## src/hw/rtl/ctc_pkg.sv

```systemverilog
// Package for the token classifier: payload structs, token codes, character
// constants and the reserved-word tables used by the front end.
// No dependencies.
`default_nettype none

package ctc_pkg;

  localparam int NumKw     = 16;
  localparam int FifoDepth = 4;
  localparam int PtrW      = $clog2(FifoDepth);
  localparam int CntW      = $clog2(FifoDepth + 1);

  typedef enum logic [2:0] {
    ClsReserved = 3'd0,
    ClsIdent    = 3'd1,
    ClsInteger  = 3'd2,
    ClsFloat    = 3'd3,
    ClsOperator = 3'd4
  } ctc_class_e;

  typedef enum logic [1:0] {
    KindLetter = 2'd0,
    KindUnder  = 2'd1,
    KindDigit  = 2'd2,
    KindOther  = 2'd3
  } ctc_kind_e;

  typedef struct packed {
    logic [7:0] char_code;
    logic       end_of_input;
  } ctc_in_t;

  typedef struct packed {
    logic       has_token;
    logic [2:0] token_class;
    logic       ends_line;
    logic       is_final;
    logic       compile_error;
  } ctc_out_t;

  // Up to two results per accepted character; item0 goes first.
  typedef struct packed {
    logic [1:0] count;
    ctc_out_t   item0;
    ctc_out_t   item1;
  } ctc_push_t;

  localparam logic [7:0] CharTab   = 8'h09;
  localparam logic [7:0] CharCr    = 8'h0D;
  localparam logic [7:0] CharSpace = 8'h20;
  localparam logic [7:0] CharSemi  = 8'h3B;
  localparam logic [7:0] CharDot   = 8'h2E;
  localparam logic [7:0] CharUnder = 8'h5F;
  localparam logic [7:0] CharPlus  = 8'h2B;
  localparam logic [7:0] CharMinus = 8'h2D;
  localparam logic [7:0] CharStar  = 8'h2A;
  localparam logic [7:0] CharSlash = 8'h2F;
  localparam logic [7:0] CharEq    = 8'h3D;
  localparam logic [7:0] CharBang  = 8'h21;
  localparam logic [7:0] CharGt    = 8'h3E;
  localparam logic [7:0] CharLt    = 8'h3C;

  localparam logic [3:0] TokLenMax = 4'd15;

  // Reserved words, left-justified in 8 bytes and padded with zero bytes.
  localparam logic [63:0] KwText [NumKw] = '{
    {"const",   24'h0}, {"int",    40'h0}, {"float",  24'h0}, {"double", 16'h0},
    {"long",    32'h0}, {"static", 16'h0}, {"void",   32'h0}, {"char",   32'h0},
    {"extern",  16'h0}, {"return", 16'h0}, {"break",  24'h0}, {"enum",   32'h0},
    {"struct",  16'h0}, {"typedef", 8'h0}, {"union",  24'h0}, {"goto",   32'h0}
  };

  localparam logic [3:0] KwLen [NumKw] = '{
    4'd5, 4'd3, 4'd5, 4'd6, 4'd4, 4'd6, 4'd4, 4'd4,
    4'd6, 4'd6, 4'd5, 4'd4, 4'd6, 4'd7, 4'd5, 4'd4
  };

  // Words whose character at position pos exists and equals c.
  function automatic logic [NumKw-1:0] kw_hit(input logic [7:0] c, input logic [3:0] pos);
    logic [NumKw-1:0] hit;
    logic [63:0]      txt;
    hit = '0;
    for (int k = 0; k < NumKw; k++) begin
      txt    = KwText[k];
      hit[k] = !pos[3] && (pos < KwLen[k]) && (txt[63 - 8*pos[2:0] -: 8] == c);
    end
    return hit;
  endfunction

  // Words whose length equals len.
  function automatic logic [NumKw-1:0] kw_len_mask(input logic [3:0] len);
    logic [NumKw-1:0] m;
    m = '0;
    for (int k = 0; k < NumKw; k++) begin
      m[k] = (KwLen[k] == len);
    end
    return m;
  endfunction

endpackage

`default_nettype wire

```

## src/hw/rtl/ctc_front.sv

```systemverilog
// Front end of the token classifier: takes one character per cycle when accepted, tracks
// the pending token and pushes zero, one or two results. Uses ctc_pkg.
`default_nettype none

module ctc_front (
  input  logic             clk_i,
  input  logic             rst_ni,
  input  logic             accept_i,
  input  ctc_pkg::ctc_in_t in_data_i,
  output ctc_pkg::ctc_push_t push_o
);
  import ctc_pkg::*;

  logic             in_token_q, in_token_d;
  ctc_kind_e        kind_q, kind_d;
  logic [3:0]       len_q, len_d;
  logic [NumKw-1:0] alive_q, alive_d;
  logic             ident_ok_q, ident_ok_d;
  logic             number_ok_q, number_ok_d;
  logic [1:0]       dots_q, dots_d;
  logic [7:0]       op_a_q, op_a_d;
  logic [7:0]       op_b_q, op_b_d;
  logic             err_q, err_d;

  logic [7:0] c;
  logic       is_eoi, is_semi, is_space, is_term;
  logic       is_letter, is_digit;
  logic       op_ok, cls_ok;
  ctc_class_e cls;
  ctc_out_t   tok_item, stat_item;

  assign c         = in_data_i.char_code;
  assign is_eoi    = in_data_i.end_of_input;
  assign is_semi   = (c == CharSemi);
  assign is_space  = (c == CharSpace) || ((c >= CharTab) && (c <= CharCr));
  assign is_term   = is_eoi || is_semi || is_space;
  assign is_letter = ((c >= 8'h61) && (c <= 8'h7A)) || ((c >= 8'h41) && (c <= 8'h5A));
  assign is_digit  = (c >= 8'h30) && (c <= 8'h39);

  always_comb begin
    op_ok = 1'b0;
    if (len_q == 4'd1) begin
      op_ok = (op_a_q == CharPlus) || (op_a_q == CharMinus) || (op_a_q == CharStar) ||
              (op_a_q == CharSlash) || (op_a_q == CharEq) || (op_a_q == CharGt) ||
              (op_a_q == CharLt);
    end else if (len_q == 4'd2) begin
      op_ok = (op_b_q == CharEq) &&
              ((op_a_q == CharEq) || (op_a_q == CharBang) || (op_a_q == CharGt) ||
               (op_a_q == CharLt));
    end
  end

  // Class of the pending token as it stands before this character.
  always_comb begin
    cls    = ClsIdent;
    cls_ok = 1'b0;
    case (kind_q)
      KindLetter: begin
        if (|(alive_q & kw_len_mask(len_q))) begin
          cls    = ClsReserved;
          cls_ok = 1'b1;
        end else begin
          cls_ok = ident_ok_q;
        end
      end
      KindUnder: cls_ok = ident_ok_q;
      KindDigit: begin
        cls    = (dots_q == 2'd0) ? ClsInteger : ClsFloat;
        cls_ok = number_ok_q && (dots_q != 2'd2);
      end
      default: begin
        cls    = ClsOperator;
        cls_ok = op_ok;
      end
    endcase
  end

  always_comb begin
    in_token_d  = in_token_q;
    kind_d      = kind_q;
    len_d       = len_q;
    alive_d     = alive_q;
    ident_ok_d  = ident_ok_q;
    number_ok_d = number_ok_q;
    dots_d      = dots_q;
    op_a_d      = op_a_q;
    op_b_d      = op_b_q;
    err_d       = err_q;
    push_o      = '0;

    if (accept_i && is_term) begin
      err_d = err_q | (in_token_q & ~cls_ok);
    end

    tok_item.has_token      = 1'b1;
    tok_item.token_class    = cls;
    tok_item.ends_line      = is_semi && !is_eoi;
    tok_item.is_final       = 1'b0;
    tok_item.compile_error  = err_d;
    stat_item.has_token     = 1'b0;
    stat_item.token_class   = ClsReserved;
    stat_item.ends_line     = !is_eoi;
    stat_item.is_final      = is_eoi;
    stat_item.compile_error = err_d;

    if (accept_i) begin
      if (is_term) begin
        // Every terminator leaves the token state cleared.
        in_token_d  = 1'b0;
        kind_d      = KindLetter;
        len_d       = '0;
        alive_d     = '1;
        ident_ok_d  = 1'b1;
        number_ok_d = 1'b1;
        dots_d      = '0;
        op_a_d      = '0;
        op_b_d      = '0;
        if (in_token_q && cls_ok) begin
          push_o.item0 = tok_item;
          if (is_eoi) begin
            push_o.item1 = stat_item;
            push_o.count = 2'd2;
          end else begin
            push_o.count = 2'd1;
          end
        end else if (is_eoi || is_semi) begin
          push_o.item0 = stat_item;
          push_o.count = 2'd1;
        end
      end else begin
        // State is already cleared between tokens, so position is len_q.
        in_token_d = 1'b1;
        if (!in_token_q) begin
          kind_d = is_letter ? KindLetter :
                   (c == CharUnder) ? KindUnder :
                   is_digit ? KindDigit : KindOther;
        end
        alive_d = alive_q & kw_hit(c, len_q);
        if (len_q == 4'd0) begin
          op_a_d = c;
        end else begin
          if (len_q == 4'd1) begin
            op_b_d = c;
          end
          if (!(is_letter || is_digit || (c == CharUnder))) begin
            ident_ok_d = 1'b0;
          end
          if (c == CharDot) begin
            if (dots_q != 2'd2) begin
              dots_d = dots_q + 2'd1;
            end
          end else if (!is_digit) begin
            number_ok_d = 1'b0;
          end
        end
        if (len_q != TokLenMax) begin
          len_d = len_q + 4'd1;
        end
      end
    end
  end

  always_ff @(posedge clk_i or negedge rst_ni) begin
    if (!rst_ni) begin
      in_token_q  <= 1'b0;
      kind_q      <= KindLetter;
      len_q       <= '0;
      alive_q     <= '1;
      ident_ok_q  <= 1'b1;
      number_ok_q <= 1'b1;
      dots_q      <= '0;
      op_a_q      <= '0;
      op_b_q      <= '0;
      err_q       <= 1'b0;
    end else begin
      in_token_q  <= in_token_d;
      kind_q      <= kind_d;
      len_q       <= len_d;
      alive_q     <= alive_d;
      ident_ok_q  <= ident_ok_d;
      number_ok_q <= number_ok_d;
      dots_q      <= dots_d;
      op_a_q      <= op_a_d;
      op_b_q      <= op_b_d;
      err_q       <= err_d;
    end
  end

endmodule

`default_nettype wire

```

## src/hw/rtl/ctc_fifo.sv

```systemverilog
// Result queue between the front end and the output stage: takes up to two
// results per cycle and releases one per cycle when popped. Uses ctc_pkg.
`default_nettype none

module ctc_fifo (
  input  logic               clk_i,
  input  logic               rst_ni,
  input  ctc_pkg::ctc_push_t push_i,
  output logic               room_o,
  output logic               valid_o,
  output ctc_pkg::ctc_out_t  data_o,
  input  logic               pop_i
);
  import ctc_pkg::*;

  ctc_out_t        mem_q [FifoDepth];
  logic [PtrW-1:0] wr_ptr_q, wr_ptr_d;
  logic [PtrW-1:0] rd_ptr_q, rd_ptr_d;
  logic [CntW-1:0] cnt_q, cnt_d;
  logic [PtrW-1:0] wr_next;

  assign wr_next = wr_ptr_q + PtrW'(1);
  assign valid_o = (cnt_q != '0);
  assign data_o  = mem_q[rd_ptr_q];
  // Room for the largest burst one character can cause.
  assign room_o  = (cnt_q <= CntW'(FifoDepth - 2));

  always_comb begin
    wr_ptr_d = wr_ptr_q + PtrW'(push_i.count);
    rd_ptr_d = rd_ptr_q + PtrW'(pop_i);
    cnt_d    = cnt_q + CntW'(push_i.count) - CntW'(pop_i);
  end

  always_ff @(posedge clk_i) begin
    if (push_i.count != 2'd0) begin
      mem_q[wr_ptr_q] <= push_i.item0;
    end
    if (push_i.count == 2'd2) begin
      mem_q[wr_next] <= push_i.item1;
    end
  end

  always_ff @(posedge clk_i or negedge rst_ni) begin
    if (!rst_ni) begin
      wr_ptr_q <= '0;
      rd_ptr_q <= '0;
      cnt_q    <= '0;
    end else begin
      wr_ptr_q <= wr_ptr_d;
      rd_ptr_q <= rd_ptr_d;
      cnt_q    <= cnt_d;
    end
  end

endmodule

`default_nettype wire

```

## src/hw/rtl/ctc_back.sv

```systemverilog
// Output stage of the token classifier: registers the head of the result
// queue and presents it on the output channel. Uses ctc_pkg.
`default_nettype none

module ctc_back (
  input  logic              clk_i,
  input  logic              rst_ni,
  input  logic              q_valid_i,
  input  ctc_pkg::ctc_out_t q_data_i,
  output logic              q_pop_o,
  output logic              out_valid_o,
  output ctc_pkg::ctc_out_t out_data_o,
  input  logic              out_stall_i
);
  import ctc_pkg::*;

  logic     valid_q, valid_d;
  ctc_out_t data_q;
  logic     load;

  // With a result queued, the register refills when it is empty or its transaction completes.
  assign load    = q_valid_i && (!valid_q || !out_stall_i);
  assign q_pop_o = load;
  assign valid_d = load || (valid_q && out_stall_i);

  always_ff @(posedge clk_i or negedge rst_ni) begin
    if (!rst_ni) begin
      valid_q <= 1'b0;
    end else begin
      valid_q <= valid_d;
    end
  end

  always_ff @(posedge clk_i) begin
    if (load) begin
      data_q <= q_data_i;
    end
  end

  assign out_valid_o = valid_q;
  assign out_data_o  = data_q;

endmodule

`default_nettype wire

```

## src/hw/rtl/c_token_classifier.sv

```systemverilog
// Token classifier top level: front end, result queue and output register.
// Results pass through a four-entry queue, then the output register.
// Throughput: one character per cycle while the queue has room; end of input
// with a pending token gives two results, drained one per unstalled cycle.
// Reset clears the token state, the sticky error flag and the queue.
// Depends on ctc_pkg, ctc_front, ctc_fifo and ctc_back.
`default_nettype none

module c_token_classifier (
  input  logic              clk_i,
  input  logic              rst_ni,
  input  logic              in_valid_i,
  input  ctc_pkg::ctc_in_t  in_data_i,
  output logic              in_stall_o,
  output logic              out_valid_o,
  output ctc_pkg::ctc_out_t out_data_o,
  input  logic              out_stall_i
);
  import ctc_pkg::*;

  ctc_push_t push;
  logic      room;
  logic      accept;
  logic      q_valid;
  ctc_out_t  q_data;
  logic      q_pop;

  assign in_stall_o = !room;
  assign accept     = in_valid_i && room;

  ctc_front u_front (
    .clk_i     (clk_i),
    .rst_ni    (rst_ni),
    .accept_i  (accept),
    .in_data_i (in_data_i),
    .push_o    (push)
  );

  ctc_fifo u_fifo (
    .clk_i   (clk_i),
    .rst_ni  (rst_ni),
    .push_i  (push),
    .room_o  (room),
    .valid_o (q_valid),
    .data_o  (q_data),
    .pop_i   (q_pop)
  );

  ctc_back u_back (
    .clk_i       (clk_i),
    .rst_ni      (rst_ni),
    .q_valid_i   (q_valid),
    .q_data_i    (q_data),
    .q_pop_o     (q_pop),
    .out_valid_o (out_valid_o),
    .out_data_o  (out_data_o),
    .out_stall_i (out_stall_i)
  );

endmodule

`default_nettype wire

```

## config.mk

```make
export PLATFORM = sky130hd
export DESIGN_NAME = c_token_classifier
export DESIGN_NICKNAME = d
export VERILOG_FILES = /design/src/hw/rtl/ctc_pkg.sv /design/src/hw/rtl/ctc_front.sv /design/src/hw/rtl/ctc_fifo.sv /design/src/hw/rtl/ctc_back.sv /design/src/hw/rtl/c_token_classifier.sv
export SDC_FILE = /design/constraint.sdc
export NUM_CORES = 1
export LEC_CHECK = 0
export BUFFER_PORTS_ARGS = -buffer_cell sky130_fd_sc_hd__buf_4
export CAP_MARGIN = 20
export CORE_MARGIN = 2
export CORE_UTILIZATION = 41
export CTS_BUF_LIST = sky130_fd_sc_hd__clkbuf_2
export DETAILED_ROUTE_END_ITERATION = 7
export PLACE_DENSITY_LB_ADDON = 0.08
export SLEW_MARGIN = 20
export SYNTH_ARGS = -nofsm -noshare
export SYNTH_HDL_FRONTEND = slang
export SYNTH_SLANG_ARGS = --single-unit
```

## constraint.sdc

```tcl
create_clock -name clk_i -period 3.2 [get_ports clk_i]
set_input_delay 0.16 -clock clk_i [delete_from_list [all_inputs] [get_ports clk_i]]
set_output_delay 0.16 -clock clk_i [all_outputs]
set_load 0.005 [all_outputs]
```

## Word level (Yosys, flattened, before mapping)

Memories as Yosys holds them, arrays and structs flattened. A register that Yosys moved wholly into a read port is not among the register bits.
Cells that the tools add are included.

- Register bits: 52
- Latch bits: 0
- RAM bits: 28
- Bits in read-only memories: 0
- Input port bits: 13
- Output and inout port bits: 9
- Word-level logic and storage cells: 221
- Memories kept: 1

Memories:

| memory | depth | width | read ports | clocked after memory_dff | wr ports | line | RTL |
|---|---|---|---|---|---|---|---|
| u_fifo.mem_q | 4 | 7 | 1 | 1 | 2 | ctc_fifo.sv:16 | `ctc_out_t mem_q [FifoDepth];` |

- Add/sub/neg operators: 8
- $mul: 0
- Divide/modulo/power cells: 0
- Magnitude comparators: 14
- Eq/ne operators: 46
- Shifts and indexed selects: 16
- Mux-type cells: 44
- Bitwise logic cells: 5
- Reduce and logical (&&, ||, !) cells: 73

Operators with widths:

| kind | number |
|---|---|
| 71-bit by 33-bit variable part select with 8-bit output (first input constant) | 16 |
| 8-bit == test | 16 |
| 8-bit by 6-bit == test with 1-bit output (second input constant) | 12 |
| 16-bit 2-to-1 mux | 3 |
| 8-bit 2-to-1 mux | 6 |
| 1-bit logical AND | 33 |
| 16-bit bitwise AND | 2 |
| 1-bit 2-to-1 mux | 19 |
| 2-bit 2-to-1 mux | 9 |
| 1-bit logical OR | 17 |
| 3-bit by 4-bit == test with 1-bit output (first input constant) | 4 |
| 8-bit by 7-bit greater-or-equal comparator with 1-bit output (second input constant) | 2 |
| 8-bit by 7-bit <= comparator with 1-bit output (second input constant) | 2 |
| 4-bit by 3-bit < comparator with 1-bit output (second input constant) | 4 |
| 16-bit OR reduction | 1 |
| 2-bit nonzero test | 6 |
| 9-bit 2-to-1 mux | 1 |
| 3-bit one-hot mux with 3 select lines | 1 |
| 8-bit by 7-bit == test with 1-bit output (second input constant) | 1 |
| 8-bit by 4-bit greater-or-equal comparator with 1-bit output (second input constant) | 1 |
| 8-bit by 6-bit greater-or-equal comparator with 1-bit output (second input constant) | 1 |
| 8-bit by 4-bit <= comparator with 1-bit output (second input constant) | 1 |
| 8-bit by 6-bit <= comparator with 1-bit output (second input constant) | 1 |
| 4-bit 2-to-1 mux | 2 |
| other kinds (29) | 45 |

## Logic depth before layout (Yosys ltp)

- Word-level depth: 20
- Gate-level depth with buffers: 15
- Mapped depth without buffers: 13

## Modules after synthesis

Synthesis repeated with hierarchy kept, for this count alone.

- Cell total of the unflattened synthesis: 596
- Area total of the unflattened synthesis: 5958.2 µm²

Modules (own cells, without submodules):

| module | instances | cells each | area an instance (µm²) | sequential area each (µm²) |
|---|---|---|---|---|
| ctc_front | 1 | 477 | 3913.8 | 1123.6 |
| ctc_fifo | 1 | 107 | 1780.5 | 1016.0 |
| ctc_back | 1 | 10 | 254.0 | 235.2 |
| c_token_classifier | 1 | 2 | 10.0 | 0.0 |

## Least setup slack after synthesis

OpenSTA, ideal clock, no wires.

- Path type: reg2reg
- From: register u_front.len_q[1]
- To: register u_fifo.cnt_q[2]
- Setup time: 80 ps
- Data arrival time: 3323 ps
- Required time: 3120 ps
- Setup slack: -203 ps
- Stages on the path, launching flop included: 16
- Path buffers: 2
- Clock period less this slack: 3403 ps
- Path through: dfrtp_1 > buf_2 > inv_1 > ha_1 > buf_2 > or3b_1 > nand2_1 > a2111oi_4 > o21a_1 > a21oi_1 > nor2_1 > xnor2_1 > ha_1 > fa_1 > xnor2_1 > xnor2_1

- Word-level cells in the longest chain between the ends: 11
- Elaborated cells between the ends (all ways): 19
- Those cells by class: add/sub: 2; eq/ne: 7; mux: 7; bitwise: 1; reduce/logical: 2

RTL lines:

| item | line | RTL |
|---|---|---|
| start: declaration | ctc_front.sv:16 | `logic [3:0] len_q, len_d;` |
| start signal: assignment | ctc_front.sv:178 | `len_q <= len_d;` |
| 3-bit by 4-bit == test with 1-bit output or 2-bit by 4-bit == test with 1-bit output (tied branches) | ctc_pkg.sv:95 | `m[k] = (KwLen[k] == len);` |
| 16-bit bitwise AND | ctc_front.sv:59 | `if (\|(alive_q & kw_len_mask(len_q))) begin` |
| 16-bit OR reduction | ctc_front.sv:59 |  |
| 1-bit 2-to-1 mux | ctc_front.sv:59 |  |
| 1-bit one-hot mux with 3 select lines * | ctc_front.sv:57 | `case (kind_q)` |
| 1-bit logical AND * | ctc_front.sv:118 | `if (in_token_q && cls_ok) begin` |
| 9-bit 2-to-1 mux * | ctc_front.sv:118 |  |
| 16-bit 2-to-1 mux * | ctc_front.sv:107 | `if (is_term) begin` |
| 16-bit 2-to-1 mux * | ctc_front.sv:106 | `if (accept_i) begin` |
| 3-bit by 2-bit adder with 3-bit output * | ctc_fifo.sv:31 | `cnt_d = cnt_q + CntW'(push_i.count) - CntW'(pop_i);` |
| 3-bit by 1-bit subtractor with 3-bit output * | ctc_fifo.sv:31 |  |
| via u_fifo.cnt_d[2] | ctc_fifo.sv:19 | `logic [CntW-1:0] cnt_q, cnt_d;` |
| end signal: assignment | ctc_fifo.sv:51 | `cnt_q <= cnt_d;` |
| end: declaration | ctc_fifo.sv:19 |  |

Mark *: on every way through the listed nets, which the timed path passes. The rest lies on a longest branch.
A chain may end at the register's enable or synchronous reset.

## Worst setup path after layout

- From: register u_front.len_q[0]
- To: register u_fifo.cnt_q[2]

The elaborated chain is that of the path after synthesis.

==> impl_metrics.py <==
metrics = {
    "setup_path": {
        "start_kind": "register",
        "r2r-start": "u_front.len_q[0]$_DFFE_PN0P_",
        "rr_endpoint": "u_fifo.cnt_q[2]$_DFF_PN0_",
        "critPathMaxFanout": 4,
        "crit_type": "register to register",
        "cp-end-kind": "register",
        "startpoint": "u_front.len_q[0]$_DFFE_PN0P_",
        "crit_arrival_ns": 3.64,
        "ff2ff_setup_slack_ns": 0.12,
        "crit_path_end": "u_fifo.cnt_q[2]$_DFF_PN0_",
        "reg2reg_depth": 14,
        "critPathRequiredTime_ns": 3.76,
    },
    "timing": {
        "period_share": 0.962,
        "grt_setup_unrepaired": "no",
        "slew_viol_final": 0,
        "max_freq_ghz": 0.325,
        "min_period_ns": 3.08,
        "finalWorstSetupSlack_ns": 0.123,
        "worst_pin_slew_ns": 0.698,
        "finalHoldViolCount": 0,
        "setup_viol": 0,
        "setup_tns_ns": 0,
        "timing.max_slew.rel_slack": 0.535,
        "timing.hold.ws_ns": 0.0581,
        "finalClockSkew_ns": 0.0487,
    },
    "placement": {
        "io_buffers": 21,
        "dpl.hpwl_um": 12800,
        "place_area_mm2": 0.00630,
        "pre_cts_slack_ns": -0.0223,
        "finalWeightedCongestion": 0.928,
    },
    "global_route": {
        "grt_pass1_wl_um": 29000,
        "grt-ovfl-total": 0,
        "grt_use_total": 0.249,
        "grt_pass1_vias": 5124,
        "grt_max_degree": 53,
        "antenna_found_initial": 1,
    },
    "routing": {
        "wl_per_cell_um": 20.2,
        "wl_um": 17800,
        "firstDrtPassIters": 5,
        "drt-initial-drc-count": 508,
        "via_count": 5307,
        "drc": 0,
        "ant_nets": 0,
        "viasPerCell": 6.01,
    },
    "synth": {
        "synth_flop_cell": "dfrtp_1",
        "syn_inst": 665,
        "synthTopCellsByArea": "dfrtp_1, edfxtp_1, dfstp_2, dfxtp_1, xnor2_1",
        "synth_async_sr_flop_share": 0.598,
        "synth_most_common_cell": "nand2_1",
        "yosysUniqueCellTypes": 79,
        "synth_top_cell_by_area": "dfrtp_1",
        "synth_edf_count": 19,
        "avgSynthCellArea_um2": 8.77,
        "synth_common_cells": "nand2_1, nor2_1, o21ai_0",
        "syn_area_mm2": 0.00583,
        "syn-num-nets": 693,
        "ys_ff_latch": 87,
        "seq_area_frac_synth": 0.380,
        "ys_warn_count": 0,
        "synth_top_cell_area_share": 0.146,
    },
    "finish": {
        "fill_cells": 1375,
        "design_area_mm2": 0.00666,
        "syn_to_final_growth_pct": 14.2,
        "drive_gt1_frac": 0.194,
        "layout.nets": 725,
        "regArea_mm2": 0.00222,
        "utilization": 0.480,
        "multi_input_area_mm2": 0.00337,
    },
    "clock_tree": {
        "cts_buffers": 9,
        "clockBufferDepth": 2,
        "clock_latency_ns": 0.64,
        "clkTransAtPathRegs_ns": 0.31,
        "h-tree-depth": 3,
        "cts_tree": "done",
        "cts_root_buffer": "clkbuf_2",
        "cts.sinks": 87,
    },
    "floorplanning": {
        "die_h_um": 123,
        "die_w_um": 123,
        "start_util": 0.420,
        "num_rows": 43,
        "core-area_mm2": 0.0139,
        "io_pins": 22,
        "dieArea_mm2": 0.0152,
    },
    "power": {
        "p_leak_nw": 2.56,
        "vdd_drop_max_mv": 0.289,
        "p_per_area_mw_per_mm2": 815,
    },
    "status": {
        "status": "completed",
    },
    "hold_path": {
        "hold_class": "input pin to asynchronous set/reset pin",
    },
    "flow_run": {
        "max_cap_viol_count": 0,
    },
}
-- cell usage in the layout (no fill, tap or decap), types with 18 or more instances in the layout --
master,n
dfrtp_1,32
edfxtp_1,19
xnor2_1,28
a21oi_1,37
dfstp_2,18
buf_4,62
xor2_1,18
inv_1,29
nor2_1,52
a22o_1,26
o21ai_0,45
nand2_1,61
nor3_1,22
-- cell type report --
| type | count | share of cell area |
|---|---|---|
| Clock buffer | 9 | 0.00677 |
| Clock inverter | 7 | 0.0111 |
| Multi-Input combinational cell | 489 | 0.506 |
| Timing Repair Buffer | 74 | 0.0883 |
| Inverter | 36 | 0.0207 |
| Sequential cell | 87 | 0.333 |
| Tap cell | 180 | 0.0338 |
| Antenna cell | 1 | 0.000376 |
-- worst min path at each step --
stage	to	slack, ns	cells past startpoint
6_report	u_front.kind_q[0]$_DFFE_PN0P_	0.06	2
5_1_grt	u_front.kind_q[0]$_DFFE_PN0P_	0.08	2
4_1_cts	u_front.alive_q[12]$_DFFE_PN1P_	0.05	5
3_5_place_dp	u_back.out_valid_o$_DFF_PN0_	0.25	1
3_3_place_gp	u_front.op_a_q[5]$_DFFE_PN0P_	0.25	1
2_1_floorplan	u_back.out_valid_o$_DFF_PN0_	-0.14	0
-- through the flow --
step	total power, mW	std cells
global route	5.83	883
global placement	4.65	849
floorplan	3.82	665
detailed placement	4.70	849
CTS	5.31	875
finish	5.43	883
-- timing repair --
item                                    CTS  global route
pin swaps                                 0             8
setup buffers                             0             7
endpoints found under the setup margin    1             1
hold endpoints to repair                 74             0
resized for setup                         1            15
hold buffers                             10             0
-- power breakdown --
group / switching [mW] / internal, mW
Combinational: 1.63 / 1.26
Clock: 0.460 / 0.127
Sequential: 0.332 / 1.62
Total: 2.42 / 3.01
-- layer usage --
metal  up-vias  routed length [um]  track usage
li1       2502                   -            -
met1      2601                7830        0.330
met2       173                8780        0.416
met3        31                 839       0.0383
met4         0                 382       0.0831
met5         -                   0            0
-- logic make-up after synthesis --
group           share of synthesized area
buf+inv                            0.0590
fa+ha+maj                          0.0335
simple gates                        0.188
mux                                0.0307
xor+xnor                           0.0691
flops                               0.380
compound gates                      0.240
-- sequential cells by signal (all words and copies together), names as in the netlist, 2 cells and up --
signal	flops
u_fifo.mem_q	28
u_front.alive_q	16
u_front.op_a_q	8
u_front.op_b_q	8
u_back.out_data_o	7
u_front.len_q	4
u_fifo.cnt_q	3
u_fifo.rd_ptr_q	2
u_fifo.wr_ptr_q	2
u_front.dots_q	2
u_front.kind_q	2
-- worst max-delay path: stages (launching register included) --
cell and delay (ns):
dfrtp_2 0.50, buf_4 0.16, inv_4 0.05, ha_1 0.18, nor4bb_4 0.31, o21ai_1 0.16, a31oi_4 0.25, o21ai_4 0.12
nor3_4 0.20, inv_2 0.07, ha_1 0.28, inv_1 0.06, fa_2 0.38, xnor2_1 0.19, xnor2_1 0.14
Note: power is estimated with default switching activity, not from simulation.
